**config.mk**
```make
export PLATFORM = sky130hd
export DESIGN_NAME = keypad_scan_and_segment_display_flat
export DESIGN_NICKNAME = d
export VERILOG_FILES = /design/src/rtl/core/kpd_pkg.sv /design/src/rtl/core/kpd_channels.sv /design/src/rtl/core/kpd_scan.sv /design/src/rtl/core/kpd_display.sv /design/src/rtl/core/kpd_out_buf.sv /design/src/rtl/core/keypad_scan_and_segment_display.sv /design/src/flat_wrapper.sv
export SDC_FILE = /design/constraint.sdc
export NUM_CORES = 1
export LEC_CHECK = 0
export ABC_AREA = 1
export BUFFER_PORTS_ARGS = -buffer_cell sky130_fd_sc_hd__buf_2
export CAP_MARGIN = 25
export CORE_MARGIN = 3
export CORE_UTILIZATION = 35
export DETAILED_ROUTE_END_ITERATION = 12
export SLEW_MARGIN = 10
export SYNTH_ARGS = -nofsm -noshare
export SYNTH_HDL_FRONTEND = slang
export SYNTH_HIERARCHICAL = 1
export SYNTH_SLANG_ARGS = --single-unit
export TNS_END_PERCENT = 30
```
**constraint.sdc**
```tcl
create_clock -name clk -period 6.6 [get_ports clk]
set_clock_uncertainty 0.2 [all_clocks]
set_input_delay 0.33 -clock clk [delete_from_list [all_inputs] [get_ports clk]]
set_output_delay 0.33 -clock clk [all_outputs]
set_load 0.05 [all_outputs]
```
**src/rtl/core/kpd_pkg.sv**
```systemverilog
// ----------------------------------------------------------------------------
// kpd_pkg
// Shared types, constants and character/key tables for the keypad scanner
// and seven-segment display block.
// ----------------------------------------------------------------------------
package kpd_pkg;

  localparam int NUM_COLUMNS = 4;
  localparam int NUM_ROWS    = 4;
  localparam int COL_W       = $clog2(NUM_COLUMNS);

  typedef enum logic [1:0] {
    KS_BUSY  = 2'd0,
    KS_NOKEY = 2'd1,
    KS_ONE   = 2'd2,
    KS_MULTI = 2'd3
  } key_status_t;

  typedef enum logic {
    OP_CHAR = 1'b0,
    OP_SCAN = 1'b1
  } op_t;

  typedef struct packed {
    logic       operation;
    logic [7:0] char_code;
    logic [3:0] row_bits;
  } kpd_item_t;

  typedef struct packed {
    logic [3:0] column_select;
    logic [7:0] segment_pattern;
    logic [1:0] key_status;
    logic [6:0] key_code;
  } kpd_result_t;

  // scan unit -> top: column to drive next and the key report
  typedef struct packed {
    logic [COL_W-1:0] column;
    key_status_t      status;
    logic [6:0]       code;
  } kpd_scan_res_t;

  // power-up message "PEtE"
  localparam logic [7:0] RESET_DIGITS [NUM_COLUMNS] = '{8'h73, 8'h79, 8'h78, 8'h79};

  localparam logic [7:0] HEX_SEGS [17] = '{
    8'h00, 8'h06, 8'h5B, 8'h4F, 8'h71, 8'h66, 8'h6D, 8'h7D, 8'h79,
    8'h07, 8'h7F, 8'h6F, 8'h5E, 8'h77, 8'h3F, 8'h7C, 8'h39};
  localparam logic [7:0] NUM_SEGS [10] = '{
    8'h3F, 8'h06, 8'h5B, 8'h4F, 8'h66, 8'h6D, 8'h7D, 8'h07, 8'h7F, 8'h6F};
  localparam logic [7:0] UPPER_SEGS [26] = '{
    8'h77, 8'h7F, 8'h39, 8'h5E, 8'h79, 8'h71, 8'h6F, 8'h76, 8'h30,
    8'h1E, 8'h76, 8'h38, 8'h15, 8'h54, 8'h3F, 8'h73, 8'h67, 8'h50,
    8'h6D, 8'h78, 8'h3E, 8'h1C, 8'h2A, 8'h76, 8'h6E, 8'h5B};
  localparam logic [7:0] LOWER_SEGS [26] = '{
    8'h77, 8'h7C, 8'h58, 8'h5E, 8'h79, 8'h71, 8'h6F, 8'h74, 8'h04,
    8'h1E, 8'h76, 8'h38, 8'h15, 8'h54, 8'h5C, 8'h73, 8'h67, 8'h50,
    8'h6D, 8'h78, 8'h3E, 8'h1C, 8'h2A, 8'h76, 8'h6E, 8'h5B};

  // ASCII, indexed [row*4 + column]
  localparam logic [6:0] KEY_MAP [16] = '{
    7'h31, 7'h32, 7'h33, 7'h46,
    7'h34, 7'h35, 7'h36, 7'h45,
    7'h37, 7'h38, 7'h39, 7'h44,
    7'h41, 7'h30, 7'h42, 7'h43};

  function automatic logic [7:0] encode_char(input logic [7:0] ch);
    logic [7:0] seg;
    logic [7:0] ofs;
    ofs = 8'h00;
    seg = 8'h00;
    case (ch) inside
      8'h20:                      seg = 8'h00;
      8'h2D:                      seg = 8'h40;
      8'h2E:                      seg = 8'h80;
      8'h3D:                      seg = 8'h48;
      8'h3F:                      seg = 8'h83;
      8'h21:                      seg = 8'h82;
      8'h5F:                      seg = 8'h08;
      8'h28, 8'h3C, 8'h5B, 8'h7B: seg = 8'h39;
      8'h29, 8'h3E, 8'h5D, 8'h7D: seg = 8'h0F;
      [8'h00:8'h10]:              seg = HEX_SEGS[ch[4:0]];
      [8'h30:8'h39]: begin
        ofs = ch - 8'h30;
        seg = NUM_SEGS[ofs[3:0]];
      end
      [8'h41:8'h5A]: begin
        ofs = ch - 8'h41;
        seg = UPPER_SEGS[ofs[4:0]];
      end
      [8'h61:8'h7A]: begin
        ofs = ch - 8'h61;
        seg = LOWER_SEGS[ofs[4:0]];
      end
      default:                    seg = 8'h00;
    endcase
    return seg;
  endfunction

endpackage

```
**src/rtl/core/kpd_channels.sv**
```systemverilog
// ----------------------------------------------------------------------------
// kpd channels
// Valid/ready channel interfaces for scan/character items and results.
// ----------------------------------------------------------------------------
interface kpd_in_if import kpd_pkg::*; ();
  logic       valid;
  logic       ready;
  logic       operation;
  logic [7:0] char_code;
  logic [3:0] row_bits;

  modport source (output valid, operation, char_code, row_bits, input ready);
  modport sink   (input valid, operation, char_code, row_bits, output ready);
endinterface

interface kpd_out_if import kpd_pkg::*; ();
  logic       valid;
  logic       ready;
  logic [3:0] column_select;
  logic [7:0] segment_pattern;
  logic [1:0] key_status;
  logic [6:0] key_code;

  modport source (output valid, column_select, segment_pattern, key_status, key_code,
                  input ready);
  modport sink   (input valid, column_select, segment_pattern, key_status, key_code,
                  output ready);
endinterface

```
**src/rtl/core/kpd_scan.sv**
```systemverilog
// ----------------------------------------------------------------------------
// kpd_scan
// Column counter, press counter and last-key register; reports the key
// status at the end of each pass over the columns.
// ----------------------------------------------------------------------------
module kpd_scan import kpd_pkg::*; (
  input  logic          clk,
  input  logic          rst_n,
  input  logic          accept,
  input  kpd_item_t     item,
  output kpd_scan_res_t res
);

  logic [COL_W-1:0] col_r, col_nxt;
  logic [1:0]       cnt_r, cnt_nxt;
  logic [6:0]       key_r, key_nxt;

  logic [2:0] hits;
  logic [2:0] sum;
  logic [1:0] cnt_sat;
  logic [6:0] key_seen;
  logic       last_col;

  always_comb begin
    hits     = 3'd0;
    key_seen = key_r;
    // highest pressed row wins
    for (int r = 0; r < NUM_ROWS; r++) begin
      if (item.row_bits[r]) begin
        hits     = hits + 3'd1;
        key_seen = KEY_MAP[{2'(r), col_r}];
      end
    end
    sum      = {1'b0, cnt_r} + hits;
    cnt_sat  = (sum >= 3'd2) ? 2'd2 : sum[1:0];
    last_col = (col_r == COL_W'(NUM_COLUMNS - 1));

    col_nxt    = col_r;
    cnt_nxt    = cnt_r;
    key_nxt    = key_r;
    res.status = KS_BUSY;
    res.code   = 7'd0;

    if (item.operation == OP_SCAN) begin
      col_nxt = col_r + COL_W'(1);
      if (last_col) begin
        cnt_nxt = 2'd0;
        key_nxt = 7'd0;
        case (cnt_sat)
          2'd0:    res.status = KS_NOKEY;
          2'd1: begin
            res.status = KS_ONE;
            res.code   = key_seen;
          end
          default: res.status = KS_MULTI;
        endcase
      end else begin
        cnt_nxt = cnt_sat;
        key_nxt = key_seen;
      end
    end
    res.column = col_nxt;
  end

  always_ff @(posedge clk) begin
    if (!rst_n) begin
      col_r <= '0;
      cnt_r <= 2'd0;
      key_r <= 7'd0;
    end else if (accept) begin
      col_r <= col_nxt;
      cnt_r <= cnt_nxt;
      key_r <= key_nxt;
    end
  end

endmodule

```
**src/rtl/core/kpd_display.sv**
```systemverilog
// ----------------------------------------------------------------------------
// kpd_display
// Four digit pattern registers; a character shifts in from the right.
// Gives the pattern of the requested column after the update.
// ----------------------------------------------------------------------------
module kpd_display import kpd_pkg::*; (
  input  logic             clk,
  input  logic             rst_n,
  input  logic             accept,
  input  kpd_item_t        item,
  input  logic [COL_W-1:0] column,
  output logic [7:0]       segments
);

  logic [7:0] dig_r   [NUM_COLUMNS];
  logic [7:0] dig_nxt [NUM_COLUMNS];

  always_comb begin
    for (int i = 0; i < NUM_COLUMNS; i++) begin
      dig_nxt[i] = dig_r[i];
    end
    if (item.operation == OP_CHAR) begin
      for (int i = 0; i < NUM_COLUMNS - 1; i++) begin
        dig_nxt[i] = dig_r[i+1];
      end
      dig_nxt[NUM_COLUMNS-1] = encode_char(item.char_code);
    end
    segments = dig_nxt[column];
  end

  always_ff @(posedge clk) begin
    if (!rst_n) begin
      for (int i = 0; i < NUM_COLUMNS; i++) begin
        dig_r[i] <= RESET_DIGITS[i];
      end
    end else if (accept) begin
      for (int i = 0; i < NUM_COLUMNS; i++) begin
        dig_r[i] <= dig_nxt[i];
      end
    end
  end

endmodule

```
**src/rtl/core/kpd_out_buf.sv**
```systemverilog
// ----------------------------------------------------------------------------
// kpd_out_buf
// Result register with a skid stage, so an item can be taken while the
// previous result is still waiting downstream.
// ----------------------------------------------------------------------------
module kpd_out_buf import kpd_pkg::*; (
  input  logic        clk,
  input  logic        rst_n,
  input  logic        push,
  input  kpd_result_t push_data,
  output logic        can_push,
  output logic        out_valid,
  input  logic        out_ready,
  output kpd_result_t out_data
);

  logic        main_v_r, main_v_nxt;
  logic        skid_v_r, skid_v_nxt;
  kpd_result_t main_r, main_nxt;
  kpd_result_t skid_r, skid_nxt;
  logic        pop;

  assign can_push  = !skid_v_r;
  assign out_valid = main_v_r;
  assign out_data  = main_r;
  assign pop       = main_v_r && out_ready;

  always_comb begin
    main_v_nxt = main_v_r;
    skid_v_nxt = skid_v_r;
    main_nxt   = main_r;
    skid_nxt   = skid_r;
    if (!main_v_r || pop) begin
      if (skid_v_r) begin
        main_nxt   = skid_r;
        main_v_nxt = 1'b1;
        skid_v_nxt = 1'b0;
      end else begin
        main_nxt   = push_data;
        main_v_nxt = push;
      end
    end else if (push) begin
      skid_nxt   = push_data;
      skid_v_nxt = 1'b1;
    end
  end

  always_ff @(posedge clk) begin
    if (!rst_n) begin
      main_v_r <= 1'b0;
      skid_v_r <= 1'b0;
    end else begin
      main_v_r <= main_v_nxt;
      skid_v_r <= skid_v_nxt;
    end
  end

  always_ff @(posedge clk) begin
    main_r <= main_nxt;
    skid_r <= skid_nxt;
  end

endmodule

```
**src/rtl/core/keypad_scan_and_segment_display.sv**
```systemverilog
// ----------------------------------------------------------------------------
// keypad_scan_and_segment_display
// 4x4 keypad scanner sharing its column lines with a 4-digit 7-segment mux.
// ----------------------------------------------------------------------------
// Takes one item per clock while in.ready is high and returns one result per
// item. Scan and display state update at acceptance; the result lands in an
// output register backed by a one-entry skid stage, so in.ready only drops
// once two results are waiting. Reset shows "PEtE" and is ready to scan
// column 0 right away; there is no initialization pass.
module keypad_scan_and_segment_display import kpd_pkg::*; (
  input  logic      clk,
  input  logic      rst_n,
  kpd_in_if.sink    in_ch,
  kpd_out_if.source out_ch
);

  kpd_item_t     item;
  kpd_scan_res_t scan_res;
  kpd_result_t   res;
  kpd_result_t   out_data;
  logic          accept;
  logic          can_push;
  logic [7:0]    segments;

  assign item.operation = in_ch.operation;
  assign item.char_code = in_ch.char_code;
  assign item.row_bits  = in_ch.row_bits;

  assign in_ch.ready = can_push;
  assign accept      = in_ch.valid && can_push;

  kpd_scan u_scan (
    .clk    (clk),
    .rst_n  (rst_n),
    .accept (accept),
    .item   (item),
    .res    (scan_res)
  );

  kpd_display u_display (
    .clk      (clk),
    .rst_n    (rst_n),
    .accept   (accept),
    .item     (item),
    .column   (scan_res.column),
    .segments (segments)
  );

  always_comb begin
    res.column_select   = 4'(1) << scan_res.column;
    res.segment_pattern = segments;
    res.key_status      = scan_res.status;
    res.key_code        = scan_res.code;
  end

  kpd_out_buf u_out_buf (
    .clk       (clk),
    .rst_n     (rst_n),
    .push      (accept),
    .push_data (res),
    .can_push  (can_push),
    .out_valid (out_ch.valid),
    .out_ready (out_ch.ready),
    .out_data  (out_data)
  );

  assign out_ch.column_select   = out_data.column_select;
  assign out_ch.segment_pattern = out_data.segment_pattern;
  assign out_ch.key_status      = out_data.key_status;
  assign out_ch.key_code        = out_data.key_code;

endmodule
```
**src/flat_wrapper.sv**
```systemverilog
// flat-port wrapper written by rule: the top's interface ports become plain ports
module keypad_scan_and_segment_display_flat import kpd_pkg::*;
  (clk, rst_n, in_ch_valid, in_ch_operation, in_ch_char_code, in_ch_row_bits, in_ch_ready, out_ch_valid, out_ch_column_select, out_ch_segment_pattern, out_ch_key_status, out_ch_key_code, out_ch_ready);
  kpd_in_if in_ch_i ();
  kpd_out_if out_ch_i ();
  input  logic clk;
  input  logic rst_n;
  input wire logic [$bits(in_ch_i.valid)-1:0] in_ch_valid;
  input wire logic [$bits(in_ch_i.operation)-1:0] in_ch_operation;
  input wire logic [$bits(in_ch_i.char_code)-1:0] in_ch_char_code;
  input wire logic [$bits(in_ch_i.row_bits)-1:0] in_ch_row_bits;
  output wire logic [$bits(in_ch_i.ready)-1:0] in_ch_ready;
  output wire logic [$bits(out_ch_i.valid)-1:0] out_ch_valid;
  output wire logic [$bits(out_ch_i.column_select)-1:0] out_ch_column_select;
  output wire logic [$bits(out_ch_i.segment_pattern)-1:0] out_ch_segment_pattern;
  output wire logic [$bits(out_ch_i.key_status)-1:0] out_ch_key_status;
  output wire logic [$bits(out_ch_i.key_code)-1:0] out_ch_key_code;
  input wire logic [$bits(out_ch_i.ready)-1:0] out_ch_ready;
  assign in_ch_i.valid = in_ch_valid;
  assign in_ch_i.operation = in_ch_operation;
  assign in_ch_i.char_code = in_ch_char_code;
  assign in_ch_i.row_bits = in_ch_row_bits;
  assign in_ch_ready = in_ch_i.ready;
  assign out_ch_valid = out_ch_i.valid;
  assign out_ch_column_select = out_ch_i.column_select;
  assign out_ch_segment_pattern = out_ch_i.segment_pattern;
  assign out_ch_key_status = out_ch_i.key_status;
  assign out_ch_key_code = out_ch_i.key_code;
  assign out_ch_i.ready = out_ch_ready;
  keypad_scan_and_segment_display u_core (.clk(clk), .rst_n(rst_n), .in_ch(in_ch_i), .out_ch(out_ch_i));
endmodule
```
**Word-level counts from Yosys, hierarchy flattened**

Memories as Yosys holds them, arrays and structs flattened.
Cells that the tools add are included.

- $lt $le $gt $ge: 18
- Multiplexer cells: 59
- Bitwise operators: 15
- Shift-type cells: 1
- Reductions and logical operators: 15
- Add/subtract/negate cells: 8
- Equal/unequal tests: 17

Operators with widths:

| operator | number |
|---|---|
| 8-bit two-way mux | 27 |
| 7-bit two-way mux | 14 |
| 8-bit by 6-bit == test with 1-bit output (second input constant) | 10 |
| 8-bit by 7-bit == test with 1-bit output (second input constant) | 5 |
| 32-bit two-way mux | 1 |
| 5-bit greater-or-equal comparator (second input constant) | 5 |
| 21-bit two-way mux | 1 |
| 6-bit greater-or-equal comparator (second input constant) | 3 |
| 9-bit two-way mux | 2 |
| 5-bit NOT with 6-bit output | 3 |
| 8-bit binary-select mux with 2-bit select | 1 |
| 8-bit by 7-bit greater-or-equal comparator with 1-bit output (second input constant) | 2 |
| 8-bit by 7-bit <= comparator with 1-bit output (second input constant) | 2 |
| 4-bit NOT with 5-bit output | 3 |
| 5-bit by 1-bit subtractor with 5-bit output (second input constant) | 2 |
| 3-bit by 1-bit adder with 3-bit output (second input constant) | 3 |
| 3-bit two-way mux | 3 |
| 8-bit by 1-bit greater-or-equal comparator with 1-bit output (second input constant) | 1 |
| 8-bit by 6-bit greater-or-equal comparator with 1-bit output (second input constant) | 1 |
| 8-bit by 5-bit <= comparator with 1-bit output (second input constant) | 1 |
| 8-bit by 6-bit <= comparator with 1-bit output (second input constant) | 1 |
| 4-bit OR reduction | 2 |
| 1-bit logical AND | 6 |
| 1-bit two-way mux | 6 |
| 20 further kinds | 28 |

- Memories kept: 9
- Bits in writable memories: 32
- Word-level logic and storage cells: 155
- Register bits after elaboration: 55
- Output and inout bits: 23
- Bits of input ports: 17
- Memory bits (read-only): 1344

Memories:

| memory | words | bits a word | read ports | clocked after memory_dff | write ports | RTL line | text |
|---|---|---|---|---|---|---|---|
| (no name shown) | 32 | 8 | 1 | 0 | 0 | kpd_pkg.sv:94 | `seg = LOWER_SEGS[ofs[4:0]];` |
| (no name shown) | 32 | 8 | 1 | 0 | 0 | kpd_pkg.sv:90 | `seg = UPPER_SEGS[ofs[4:0]];` |
| (no name shown) | 32 | 8 | 1 | 0 | 0 | kpd_pkg.sv:83 | `[8'h00:8'h10]: seg = HEX_SEGS[ch[4:0]];` |
| (no name shown) | 16 | 8 | 1 | 0 | 0 | kpd_pkg.sv:86 | `seg = NUM_SEGS[ofs[3:0]];` |
| (no name shown) | 16 | 7 | 1 | 0 | 0 | kpd_scan.sv:31 | `key_seen = KEY_MAP[{2'(r), col_r}];` |
| (no name shown) | 16 | 7 | 1 | 0 | 0 | kpd_scan.sv:31 |  |
| 3 more memories | -- | -- | -- | -- | -- | -- |  |

**Depth between registers and ports, before layout**

Gate-level depths: netlist of the first run.

- Depth in word-level cells: 23
- Mapped depth: 21
- Gate-level depth less buffers: 20

**By module**

The synthesis of the first run kept the hierarchy.

Modules (own cells, without submodules):

| module | sequential area each (um^2) | cells an instance | times used | area an instance (um^2) |
|---|---|---|---|---|
| kpd_display | 960.9 | 489 | 1 | 3210.6 |
| kpd_out_buf | 1301.2 | 121 | 1 | 1615.3 |
| kpd_scan | 220.2 | 145 | 1 | 979.7 |
| keypad_scan_and_segment_display | 0.0 | 9 | 1 | 33.8 |

**Worst setup path before layout of the first run**

OpenSTA, ideal clock, no wires.

- Path kind: input port to flip-flop
- From: input port in_ch_row_bits[0]
- To: register u_core.u_out_buf.main_r, in the netlist u_core/u_out_buf/out_data[7], data pin
- Arrival: 2.413 ns
- Library setup time: 0.252 ns
- Stages: 17
- Buffers on the path: 0
- Required time: 6.148 ns
- Setup slack: 3.734 ns
- Cell sequence: inv_1 ha_1 xor2_1 ha_1 nand2_1 nand2_1 fa_1 inv_1 nand3_1 nand2_1 nand2_1 nand2_2 nand2_2 o21ai_0 inv_1 nand2_1 nand2_1

RTL lines:

| item | RTL line | text |
|---|---|---|
| start, declared | flat_wrapper.sv:11 | `input wire logic [$bits(in_ch_i.row_bits)-1:0] in_ch_row_bits;` |
| end signal, assigned | kpd_out_buf.sv:59 | `main_r <= main_nxt;` |
| end, declared | kpd_out_buf.sv:19 | `kpd_result_t main_r, main_nxt;` |

==> results of run 1 <==
==> worst paths after layout <==
| check | start | end | slack, ns |
|---|---|---|---|
| setup / recovery | in_ch_char_code[0] | u_core/u_out_buf/out_data[10]$_DFFE_PP_ | 3.37 |
| hold / removal | out_ch_ready | u_core/u_out_buf/skid_v_r$_SDFFE_PP0P_ | 0.09 |
| setup reg to reg | u_core/u_out_buf/skid_v_r$_SDFFE_PP0P_ | u_core/u_display/dig_r[3][0]$_SDFFCE_PN1P_ | 3.43 |
| hold reg to reg | u_core/u_scan/key_r[3]$_SDFFE_PN0P_ | u_core/u_scan/key_r[3]$_SDFFE_PN0P_ | 0.26 |
==> cells in the mapped netlist, types with 2 or more instances <==
| cell type | number |
|---|---|
| nand2_2 | 14 |
| nor2_4 | 4 |
| xor2_1 | 3 |
| buf_2 | 7 |
| o21ai_1 | 4 |
| buf_6 | 8 |
| nor3_1 | 3 |
| a31oi_1 | 3 |
| nor2_1 | 64 |
| o22ai_1 | 2 |
| nand3_4 | 2 |
| buf_4 | 3 |
| mux2i_1 | 21 |
| inv_1 | 59 |
| nand3b_1 | 2 |
| ha_1 | 18 |
| nand2_1 | 287 |
| dfxtp_1 | 13 |
| edfxtp_1 | 74 |
| a21oi_1 | 29 |
| nand3_1 | 70 |
| clkbuf_1 | 10 |
| nor2_2 | 4 |
| or2_2 | 2 |
| inv_2 | 7 |
| nand4_1 | 7 |
| o21ai_0 | 24 |
| clkinv_1 | 2 |
==> flip-flops by register name (all words and copies together), names as in the netlist <==
register	cells
u_core/u_scan/col_r	2
u_core/u_scan/cnt_r	2
u_core/u_out_buf/out_data	21
u_core/u_display/dig_r	32
u_core/u_out_buf/skid_r	21
u_core/u_out_buf/out_valid	1
u_core/u_out_buf/skid_v_r	1
u_core/u_scan/key_r	7
==> worst register-to-register path, cell delays in order (launching register included) <==
cell and delay, ns:
dfxtp_1 0.86, inv_2 0.39, nand2_1 0.15, inv_1 0.12, nand2_1 0.42, clkinv_1 0.62
nand3_1 0.27
==> routing by layer <==
| layer | part of all wire [%] | vias to the layer above | global-route usage [%] |
|---|---|---|---|
| met5 | 0 | - | 0 |
| met4 | 1.3 | 0 | 4.14 |
| met3 | 5.3 | 15 | 2.82 |
| met2 | 44 | 145 | 23.5 |
| met1 | 49 | 2288 | 21.1 |
| li1 | - | 2556 | - |
==> final cells by class <==
cell class	count	share of cell area, %
Clock buffer	9	3.50
Inverter	69	4.06
Sequential cell	87	38.5
Clock inverter	7	0.990
Tap cell	216	4.19
Timing Repair Buffer	44	3.61
Multi-Input combinational cell	579	45.1
==> cell families after synthesis <==
| kind of cell | after synthesis | synth area share [%] |
|---|---|---|
| AND/OR/NAND/NOR | 464 | 34.6 |
| buffers and inverters | 98 | 7.71 |
| flip-flops | 87 | 42.5 |
| AO/OA/AOI/OAI | 72 | 6.94 |
| multiplexers | 21 | 3.60 |
| adder cells (fa/ha/maj) | 19 | 4.20 |
| XOR/XNOR | 3 | 0.450 |
==> through the flow <==
step           util (%)  worst slack (ns)  hold slack (ns)  power, uW  std cells
3_3_place_gp       38.2              3.16            0.257        995        995
4_1_cts            40.0              3.32           0.0786       1490       1011
6_report           40.0              3.37           0.0908       1480       1011
3_5_place_dp       38.2              3.10            0.258        996        995
5_1_grt            40.0              3.00            0.112       1560       1011
2_1_floorplan         -              3.73            0.239        923        764
==> power by group through the flow <==
| stage | sequential (uW) | combinational, uW | clock [uW] |
|---|---|---|---|
| 3_5_place_dp | 663 | 332 | 0 |
| 5_1_grt | 655 | 372 | 529 |
| 4_1_cts | 652 | 333 | 501 |
| 2_1_floorplan | 725 | 198 | 0 |
| 3_3_place_gp | 663 | 332 | 0 |
| 6_report | 651 | 333 | 491 |
==> cell usage in the layout (no fill, tap or decap), types with 2 or more instances in the layout <==
cell	Yosys	routed
dfxtp_1	13	13
clkbuf_16	0	9
nor2_2	4	4
xor2_1	3	3
o21ai_0	24	24
nand2_1	287	287
edfxtp_1	74	74
mux2i_1	21	21
nand3b_1	2	2
o21ai_1	4	4
inv_1	59	59
nor2_4	4	4
nor2_1	64	64
clkinv_2	0	3
nand3_4	2	2
buf_2	7	39
a21oi_1	29	29
clkinv_1	2	3
nor3_1	3	3
nand4_1	7	7
clkinvlp_4	0	2
inv_2	7	7
a31oi_1	3	3
nand3_1	70	70
ha_1	18	18
nand2_2	14	14
or2_2	2	2
o22ai_1	2	2
buf_4	3	5
==> metrics.csv, run 1 <==
stage,metric,value,unit
finish,share of layout cells above drive strength 1,12.8,%
logic_synthesis,Mapped Cells,764,
hold_path,Hold Path Stages,4,
setup_path,Buf/Inv on CP,4,
setup_path,worst-path fanout max,16,
grt,gr ovfl total,0,
clocking,clk slew on worst S/H paths,0.06,ns
finish,Final nets,826,
clocking,CTS Sinks,87,
grt,vias in the first global route,4646,
route,1st-pass router iterations,6,
logic_synthesis,Mapped Nets,800,
placement,"Cell Area, Placed",6150,um^2
setup_path,CP max stage cell,ha_1,
finish,synth-to-layout area growth,10.3,%
route,antenna-violating nets left,0,
grt,largest net degree at the start of global routing,39,
setup_path,CP arrival,3.22,ns
setup_path,Worst path most repeated cell,nand2_1,
finish,ant diodes,0,
sta,Slew HR,37.6,%
finish,post-route cell area,6440,um^2
pwr,switching power,457,uW
setup_path,CP max stage delay,0.62,ns
logic_synthesis,Mapped Area,5840,um^2
logic_synthesis,Synth top area share,38.1,%
placement,dpl hpwl,9730,um
setup_path,crit-path leading delay family,simple AND/OR/NAND/NOR gates,
setup_path,Reg2Reg Depth,6,
sta,Final Hold Vio Count,0,
route,Residual DRC,0,
logic_synthesis,Ys Warns,6,
logic_synthesis,Post-synth EDFFs,74,
sta,Tightest Pin Transition,0.933,ns
pwr,VDD IR max,0.137,mV
placement,Placer Congestion,0.917,
sta,final setup violation count,0,
logic_synthesis,Area contributors post-synth,"edfxtp_1 38%, nand2_1 18%, nand3_1 6.0%, dfxtp_1 4.5%, nor2_1 4.1%",
logic_synthesis,prevailing post-synth register cell,edfxtp_1,
logic_synthesis,"Avg Cell Area, Syn",7.64,um^2
die,IO Count,40,
placement,IO Port Bufs,39,
logic_synthesis,Synth area leader,edfxtp_1,
pwr,pwr/cell area,229,nW/um^2
logic_synthesis,Async SR Flop Fraction,0,%
route,wire length per cell,13.3,um
hold_path,hold crit path type,in -> reg,
grt,Total GRT Usage,14.9,%
clocking,H-tree depth,3,
grt,first-pass GRT wire length,22600,um
die,number of cell rows,46,
outcome,status,"finished, final reports clean",
logic_synthesis,Cell variety after synth,46,
finish,multi-input logic area,2910,um^2
pwr,Logic pwr share,22.6,%
route,post-DR vias/cell,4.95,
die,die area,18300,um^2
setup_path,Crit Path Category,in -> reg,
sta,Slew Limit Fails,0,
die,Initial Utilization,36.2,%
finish,FILL cells,1678,
pwr,sequential share of power,44.1,%
sta,min Tclk post-route,3.23,ns
setup_path,Setup crit end kind,register,
setup_path,CP Launch Type,input port,
clocking,Root Driver,clkbuf_16,
clocking,Skew-Pair Late Insertion Delay,0.33,ns
clocking,Post-CTS Setup Repair Bufs,0,
setup_path,cell depth of the worst setup path,21,
clocking,"Hold-fix buffers, CTS",0,
logic_synthesis,"Seq/Total Area, Yosys",42.5,%
grt,initial antenna violation count,0,
route,Vias,5004,
run,Max-Cap Viols,0,
sta,fin crit share,48.9,%
clocking,TritonCTS Buffers,9,
die,core area,16100,um^2
pwr,Pleak,0.00293,uW
sta,RSZ-0062 raised after global routing,no,
clocking,CTS tree,built,
die,Die Span X,135,um
route,detailed router's first-iteration violation count,375,
pwr,Clk network pwr share,33.3,%
finish,Sequential cell area,2480,um^2
die,die height,135,um
clocking,Max Buffers Root-to-Sink,2,
clocking,CTS resizes,0,
pwr,Internal Pwr Total,1020,uW
pwr,switching share of power,31.0,%
setup_path,crit-path cells,"buf_2, inv_1, ha_1, ha_1, inv_1, or2_2, o21ai_0, nand2_1, nand2_1, inv_1, nand2_1, nand3_1, nand3_1, nand2_1, nand2_1, nand2_1, nand3_1, nand2_1, nand2_1, nand2_1, nand2_1",
route,DRT Wirelength,13400,um
setup_path,Critical Path RT,6.60,ns
sta,highest clock rate,0.310,GHz
sta,Total Negative Setup Slacks,0,ns
logic_synthesis,Yosys reg bits,87,
No activity file was read; power rests on OpenSTA's default activity.
==> run 2, diff against run 1 <==
--- a/config.mk
+++ b/config.mk
@@ -5,7 +5,7 @@
 export SDC_FILE = /design/constraint.sdc
 export NUM_CORES = 1
 export LEC_CHECK = 0
-export ABC_AREA = 1
+export ABC_AREA = 0
 export BUFFER_PORTS_ARGS = -buffer_cell sky130_fd_sc_hd__buf_2
 export CAP_MARGIN = 25
 export CORE_MARGIN = 3
==> constraint.sdc (replaced) <==
create_clock -name clk -period 2.93 [get_ports clk]
set_clock_uncertainty 0.2 [all_clocks]
set_input_delay 0.1465 -clock clk [delete_from_list [all_inputs] [get_ports clk]]
set_output_delay 0.1465 -clock clk [all_outputs]
set_load 0.05 [all_outputs]
==> run 2 against run 1 <==
Sequential power increased by 120%. Cell area grew 16%. Clock power rose to 2.7 times the previous value. Combinational power rose to 2.6 times the previous value. Critical path type unchanged. First-iteration DRC count is 6.1% lower.
==> metrics.csv, run 2 <==
stage,metric,value,unit,change
outcome,status,"finished, final reports clean",,
hold_path,hold crit path type,in -> reg,,
grt,vias in the first global route,5111,,+10%
die,Die Span X,138,um,+2.2%
logic_synthesis,Synth Area in Compound Gates,17.8,%,+11 points
sta,Slew Limit Fails,0,,unchanged
logic_synthesis,"Seq/Total Area, Yosys",40.6,%,-1.9 points
sta,Slew HR,53.4,%,+16 points
logic_synthesis,Mapped Area,6110,um^2,+4.6%
die,die area,19100,um^2,+4.4%
setup_path,reg2reg start,u_core/u_scan/col_r[1]$_SDFFE_PN0P_,,
finish,most frequent cells in the layout,"87 x buf_4, 74 x edfxtp_1, 49 x nand2_1",,
placement,"Cell Area, Placed",7050,um^2,+14%
route,Residual DRC,0,,unchanged
clocking,H-tree depth,3,,unchanged
die,number of cell rows,47,,+2.2%
hold_path,hold worst-path end,u_core/u_scan/key_r[6]$_SDFFE_PN0P_,,
sta,Final Hold Vio Count,0,,unchanged
placement,Placer Congestion,0.946,,+3.1%
hold_path,Hold Path Stages,3,,-1
route,antenna-violating nets left,0,,unchanged
sta,fin crit share,97.1,%,
logic_synthesis,Cell variety after synth,91,,+98%
setup_path,CP arrival,2.73,ns,-0.49 ns
setup_path,Setup crit end kind,register,,
setup_path,Buf/Inv on CP,3,,-1
finish,post-route cell area,7440,um^2,+16%
logic_synthesis,largest family of logic cells by synthesized area,simple AND/OR/NAND/NOR gates,,
logic_synthesis,Synth Area in Simple Gates,18.4,%,-16 points
finish,synth-to-layout area growth,21.9,%,
grt,initial antenna violation count,0,,unchanged
clocking,Max Buffers Root-to-Sink,2,,unchanged
logic_synthesis,Synth top area share,36.4,%,-1.7 points
logic_synthesis,Mapped Cells,604,,-21%
finish,multi-input logic area,3360,um^2,+16%
logic_synthesis,Synth area leader,edfxtp_1,,
finish,FILL cells,1622,,-3.3%
pwr,Final Power,3640,uW,+150%
clocking,CTS tree,built,,
setup_path,Crit Path Category,in -> reg,,
logic_synthesis,top-count cell post-synth,edfxtp_1,,
die,core area,16800,um^2,+4.4%
grt,largest net degree at the start of global routing,43,,+10%
logic_synthesis,Async SR Flop Fraction,0,%,unchanged
setup_path,r2r endpoint,u_core/u_out_buf/out_data[12]$_DFFE_PP_,,
clocking,TritonCTS Buffers,9,,unchanged
setup_path,Critical Path RT,2.82,ns,-3.78 ns
logic_synthesis,Mapped Nets,640,,-20%
placement,IO Port Bufs,39,,unchanged
die,Initial Utilization,36.3,%,+0.092 points
logic_synthesis,Ys Warns,6,,unchanged
clocking,Root Driver,clkbuf_16,,
route,1st-pass router iterations,5,,-1
clocking,Skew-Pair Late Insertion Delay,0.34,ns,about the same
finish,ant diodes,0,,unchanged
sta,final setup violation count,0,,unchanged
placement,Placed Cells,903,,-9.2%
sta,RSZ-0062 raised after global routing,yes,,
sta,highest clock rate,0.352,GHz,
die,IO Count,40,,unchanged
setup_path,CP Launch Type,input port,,
logic_synthesis,XOR/XNOR share of the synthesized area,1.66,%,+1.2 points
setup_path,worst-path fanout max,7,,-9
logic_synthesis,Yosys reg bits,87,,unchanged
pwr,VDD IR max,0.310,mV,+130%
setup_path,CP max stage delay,0.41,ns,-0.21 ns
logic_synthesis,"Avg Cell Area, Syn",10.1,um^2,+32%
run,Max-Cap Viols,0,,unchanged
logic_synthesis,"top cells by count, synth","74 x edfxtp_1, 49 x nand2_1, 40 x a21oi_1",,
setup_path,CP max stage cell,a2111oi_2,,
finish,max FFs per register,32,,unchanged
route,Vias,5172,,+3.4%
finish,share of layout cells above drive strength 1,29.1,%,+16 points
pwr,pwr/cell area,489,nW/um^2,+110%
route,detailed router's first-iteration violation count,352,,-6.1%
die,die height,138,um,+2.2%
grt,first-pass GRT wire length,26500,um,+17%
sta,Tightest Pin Transition,0.698,ns,-0.235 ns
route,wire length per cell,17.3,um,+30%
pwr,Pleak,0.00289,uW,-1.5%
logic_synthesis,Area contributors post-synth,"edfxtp_1 36%, mux2_2 5.2%, mux2i_1 4.6%, dfxtp_1 4.3%, ha_1 3.7%",,
grt,gr ovfl total,0,,unchanged
route,DRT Wirelength,15900,um,+19%
setup_path,Worst path most repeated cell,mux2_2,,
hold_path,worst hold start,in_ch_row_bits[3],,
logic_synthesis,fraction of the mapped netlist area in adder cells,4.01,%,-0.19 points
finish,Final nets,733,,-11%
placement,dpl hpwl,11800,um,+21%
finish,Biggest register,u_core/u_display/dig_r,,
logic_synthesis,post-synthesis mux area share,12.3,%,+8.7 points
clocking,CTS Sinks,87,,unchanged
logic_synthesis,prevailing post-synth register cell,edfxtp_1,,
sta,min Tclk post-route,2.84,ns,
setup_path,crit-path cells,"buf_2, inv_1, ha_1, ha_4, buf_4, mux2_2, o21ai_0, a2111oi_2, nor4b_2, a221oi_2, o221ai_1, mux2_2",,
finish,Sequential cell area,2480,um^2,about the same
route,post-DR vias/cell,5.61,,+13%
logic_synthesis,Post-synth EDFFs,74,,unchanged
finish,final core occ,44.3,%,+4.3 points
grt,Total GRT Usage,16.4,%,+1.5 points
setup_path,Reg2Reg Depth,9,,+3
clocking,clk slew on worst S/H paths,0.06,ns,about the same
finish,Non-Filler Instances,922,,-8.8%
setup_path,crit-path leading delay family,compound AO/OA/AOI/OAI gates,,
setup_path,R2R Setup Slk,0.23,ns,-3.20 ns
finish,"commonest non-fill, non-tap cell in the layout",buf_4,,
## run 2: worst max path at each step
stage / start / end / slack [ns] / cells after the start
3_5_place_dp: in_ch_char_code[0] / u_core/u_out_buf/out_data[9]$_DFFE_PP_ / -0.33 / 12
4_1_cts: u_core/u_scan/col_r[1]$_SDFFE_PN0P_ / u_core/u_out_buf/out_data[12]$_DFFE_PP_ / 0.05 / 9
6_report: in_ch_char_code[0] / u_core/u_out_buf/out_data[10]$_DFFE_PP_ / 0.09 / 12
2_1_floorplan: u_core/u_scan/col_r[0]$_SDFFE_PN0P_ / u_core/u_out_buf/out_data[13]$_DFFE_PP_ / 0.04 / 11
3_3_place_gp: in_ch_char_code[0] / u_core/u_out_buf/out_data[9]$_DFFE_PP_ / -0.31 / 12
5_1_grt: in_ch_char_code[0] / u_core/u_out_buf/out_data[10]$_DFFE_PP_ / -0.04 / 12
## run 2: final cells by class
class	count	area share, %
clock buffers	9	3.03
multi-input cells	451	45.2
inverters	19	0.958
well taps	220	3.70
repair buffers	129	12.1
clock inverters	7	1.70
flip-flops and latches	87	33.4
## run 2: routing by layer
metal	vias to the layer above	wire, um	GRT usage (%)
met3	18	535	2.28
met4	0	182	4.06
met1	2538	7610	22.8
met5	-	0	0
met2	129	7580	27.3
li1	2487	-	-
## run 2: cells by family (layout without fill, tap and decap cells)
logic type,after synthesis,after routing
xor+xnor,9,9
buf+inv,67,164
flops,87,87
mux,63,63
compound gates,154,155
simple gates,205,205
fa+ha+maj,19,19
## run 2: power by group
group | total, uW | internal (uW) | switching (uW)
Combinational | 860 | 339 | 521
Clock | 1320 | 845 | 480
Sequential | 1450 | 1420 | 29.9
Total | 3640 | 2610 | 1030
## run 2: worst register-to-register path: cells and delay by family (launching register included)
kind	cells	cell delay, ns
buffers and inverters	2	0.29
multiplexers	2	0.62
flip-flops	1	0.37
AO/OA/AOI/OAI	3	0.51
adder cells (fa/ha/maj)	1	0.31
AND/OR/NAND/NOR	1	0.13
## run 2: stage by stage
stage          setup slack [ns]  hold WS, ns  TNS, ns
6_report                 0.0863        0.135        0
4_1_cts                  0.0498        0.104        0
2_1_floorplan            0.0401        0.103        0
3_5_place_dp             -0.330        0.254    -2.08
5_1_grt                 -0.0415        0.176  -0.0812
3_3_place_gp             -0.306        0.231    -1.30
## run 2: what timing repair did
| item | 4_1_cts | 5_1_grt |
|---|---|---|
| hold endpoints to repair | 1 | 0 |
| hold buffers | 1 | 0 |
| buffers inserted | 0 | 1 |
| pin swaps | 0 | 0 |
| setup endpoints to repair | 1 | 8 |
| resized for setup | 1 | 6 |
| gates cloned | 0 | 1 |
==> run 3, diff against run 2 <==
--- a/config.mk
+++ b/config.mk
@@ -9,11 +9,11 @@
 export BUFFER_PORTS_ARGS = -buffer_cell sky130_fd_sc_hd__buf_2
 export CAP_MARGIN = 25
 export CORE_MARGIN = 3
-export CORE_UTILIZATION = 35
+export CORE_UTILIZATION = 39
 export DETAILED_ROUTE_END_ITERATION = 12
 export SLEW_MARGIN = 10
 export SYNTH_ARGS = -nofsm -noshare
 export SYNTH_HDL_FRONTEND = slang
 export SYNTH_HIERARCHICAL = 1
 export SYNTH_SLANG_ARGS = --single-unit
-export TNS_END_PERCENT = 30
+export TNS_END_PERCENT = 50
==> run 3 against run 2 <==
Sequential power about the same. Combinational power down 1%. Die area decreased by 9.8%. Power shrank 2.9%. First-iteration DRC count is 2.0% lower. Critical endpoint is now u_core/u_out_buf/out_data[9]$_DFFE_PP_.
==> metrics.csv, run 3 (synthesized netlist as in run 2, its figures left out) <==
stage,metric,value,unit,change
pwr,VDD IR max,0.254,mV,-18%
finish,multi-input logic area,3370,um^2,+0.22%
grt,first-pass GRT wire length,25500,um,-3.5%
route,antenna-violating nets left,0,,unchanged
sta,final setup violation count,0,,unchanged
sta,Slew Limit Fails,0,,unchanged
sta,Tightest Pin Transition,0.689,ns,-0.00974 ns
grt,met3 Use GR,2.49,%,+0.21 points
grt,busiest grt layer,met2,,
grt,gr ovfl total,0,,unchanged
die,core area,15300,um^2,-9.3%
sta,Slew HR,54.1,%,+0.65 points
finish,ant diodes,0,,unchanged
die,die height,131,um,-5.0%
finish,final core occ,48.3,%,+4.0 points
finish,Final nets,725,,-1.1%
route,Vias,5087,,-1.6%
setup_path,Worst path most repeated cell,buf_4,,
route,wire length per cell,17.3,um,+0.19%
route,Residual DRC,0,,unchanged
finish,share of layout cells above drive strength 1,27.8,%,-1.3 points
route,detailed router's first-iteration violation count,345,,-2.0%
finish,synth-to-layout area growth,20.5,%,
setup_path,Buf/Inv on CP,5,,+2
grt,initial antenna violation count,0,,unchanged
sta,highest clock rate,0.354,GHz,+0.53%
setup_path,crit-path leading delay family,compound AO/OA/AOI/OAI gates,,
die,Die Span X,131,um,-5.0%
pwr,pwr/cell area,480,nW/um^2,-1.8%
setup_path,crit-path cells,"buf_2, inv_1, ha_1, buf_4, buf_4, nor3b_1, or3_1, a21oi_1, a2111oi_1, buf_4, and4_1, o31ai_2, mux2_2",,
clocking,TritonCTS Buffers,9,,unchanged
pwr,Pleak,0.00284,uW,-1.6%
clocking,H-tree depth,3,,unchanged
finish,"commonest non-fill, non-tap cell in the layout",buf_4,,
finish,max FFs per register,32,,unchanged
sta,min Tclk post-route,2.83,ns,-0.0149 ns
setup_path,CP Launch Type,input port,,
run,Max-Cap Viols,0,,unchanged
setup_path,CP max stage cell,a2111oi_1,,
sta,fin crit share,96.5,%,-0.51 points
placement,IO Port Bufs,39,,unchanged
placement,Placer Congestion,0.943,,-0.37%
clocking,Skew-Pair Late Insertion Delay,0.34,ns,about the same
grt,Total GRT Usage,18.1,%,+1.6 points
setup_path,CP max stage delay,0.57,ns,+0.16 ns
setup_path,Setup crit end kind,register,,
die,Initial Utilization,40.0,%,+3.7 points
route,post-DR vias/cell,5.62,,+0.20%
grt,GR Util met1,24.2,%,+1.4 points
sta,minimum hold slack,0.0720,ns,-0.0628 ns
die,number of cell rows,45,,-4.3%
finish,Biggest register,u_core/u_display/dig_r,,
route,DRT Wirelength,15700,um,-1.7%
die,IO Count,40,,unchanged
die,die area,17200,um^2,-9.8%
clocking,Max Buffers Root-to-Sink,2,,unchanged
finish,Sequential cell area,2480,um^2,about the same
outcome,status,"finished, final reports clean",,
finish,most frequent cells in the layout,"80 x buf_4, 74 x edfxtp_1, 49 x nand2_1",,
clocking,Root Driver,clkbuf_16,,
grt,grt met2 use,30.2,%,+2.9 points
finish,FILL cells,1374,,-15%
route,1st-pass router iterations,5,,unchanged
sta,Total Negative Setup Slacks,0,ns,unchanged
setup_path,CP arrival,2.72,ns,about the same
clocking,CTS tree,built,,
placement,dpl hpwl,11700,um,-1.0%
sta,Final Hold Vio Count,0,,unchanged
clocking,clk slew on worst S/H paths,0.06,ns,about the same
setup_path,Critical Path RT,2.82,ns,about the same
clocking,CTS Sinks,87,,unchanged
setup_path,worst-path fanout max,9,,+2
grt,vias in the first global route,4840,,-5.3%
clocking,Post-CTS Setup Repair Bufs,0,,unchanged
hold_path,hold crit path type,in -> reg,,
grt,largest net degree at the start of global routing,48,,+12%
setup_path,Crit Path Category,in -> reg,,
run 3: report_power, final:
group	total (uW)	internal (uW)	leakage [uW]	switching, uW
clock	1230	756	0.000161	472
combinational	850	332	0.00184	518
sequential	1450	1420	0.000836	30.6
run 3: final timing paths:
path | startpoint | end | slack (ns) | depth (start not counted)
setup / recovery | in_ch_char_code[0] | u_core/u_out_buf/out_data[9]$_DFFE_PP_ | 0.10 | 13
setup reg to reg | u_core/u_scan/col_r[1]$_SDFFE_PN0P_ | u_core/u_out_buf/out_data[11]$_DFFE_PP_ | 0.14 | 9
hold / removal | out_ch_ready | u_core/u_out_buf/skid_r[6]$_DFFE_PP_ | 0.07 | 3
hold reg to reg | u_core/u_scan/key_r[5]$_SDFFE_PN0P_ | u_core/u_scan/key_r[5]$_SDFFE_PN0P_ | 0.25 | 2
run 3: layer usage:
layer	share of wire (%)	up-vias	wire, um
met2	49	135	7660
met5	0	-	0
met3	3.4	29	536
met1	45	2473	7120
met4	2.2	0	339
li1	-	2450	-
run 3: what timing repair did:
| action | 4_1_cts | 5_1_grt |
|---|---|---|
| resized for setup | 0 | 5 |
| endpoints found under the hold margin | 1 | 0 |
| setup endpoints to repair | 0 | 6 |
| hold buffers | 1 | 0 |
run 3: tightest hold or removal path, stage by stage:
cell and delay, ns:
buf_2 0.07, nand2b_1 0.12, nor2_2 0.09
run 3: final cells by class:
cell class                      count  share of cell area (%)
Inverter                           19                   0.968
Timing Repair Buffer              122                    11.5
Sequential cell                    87                    33.7
Multi-Input combinational cell    450                    45.8
Clock inverter                      7                    1.41
Clock buffer                        9                    3.06
Tap cell                          211                    3.58
run 3: through the flow:
step	worst slack, ns	instances	power (uW)	area [um^2]
after global placement	-0.323	888	2310	6990
after global routing	-0.00654	905	3690	7360
after floorplan	0.0401	604	2050	6140
final	0.101	905	3530	7360
after detailed placement	-0.283	888	2320	6990
after CTS	0.0614	905	3570	7330
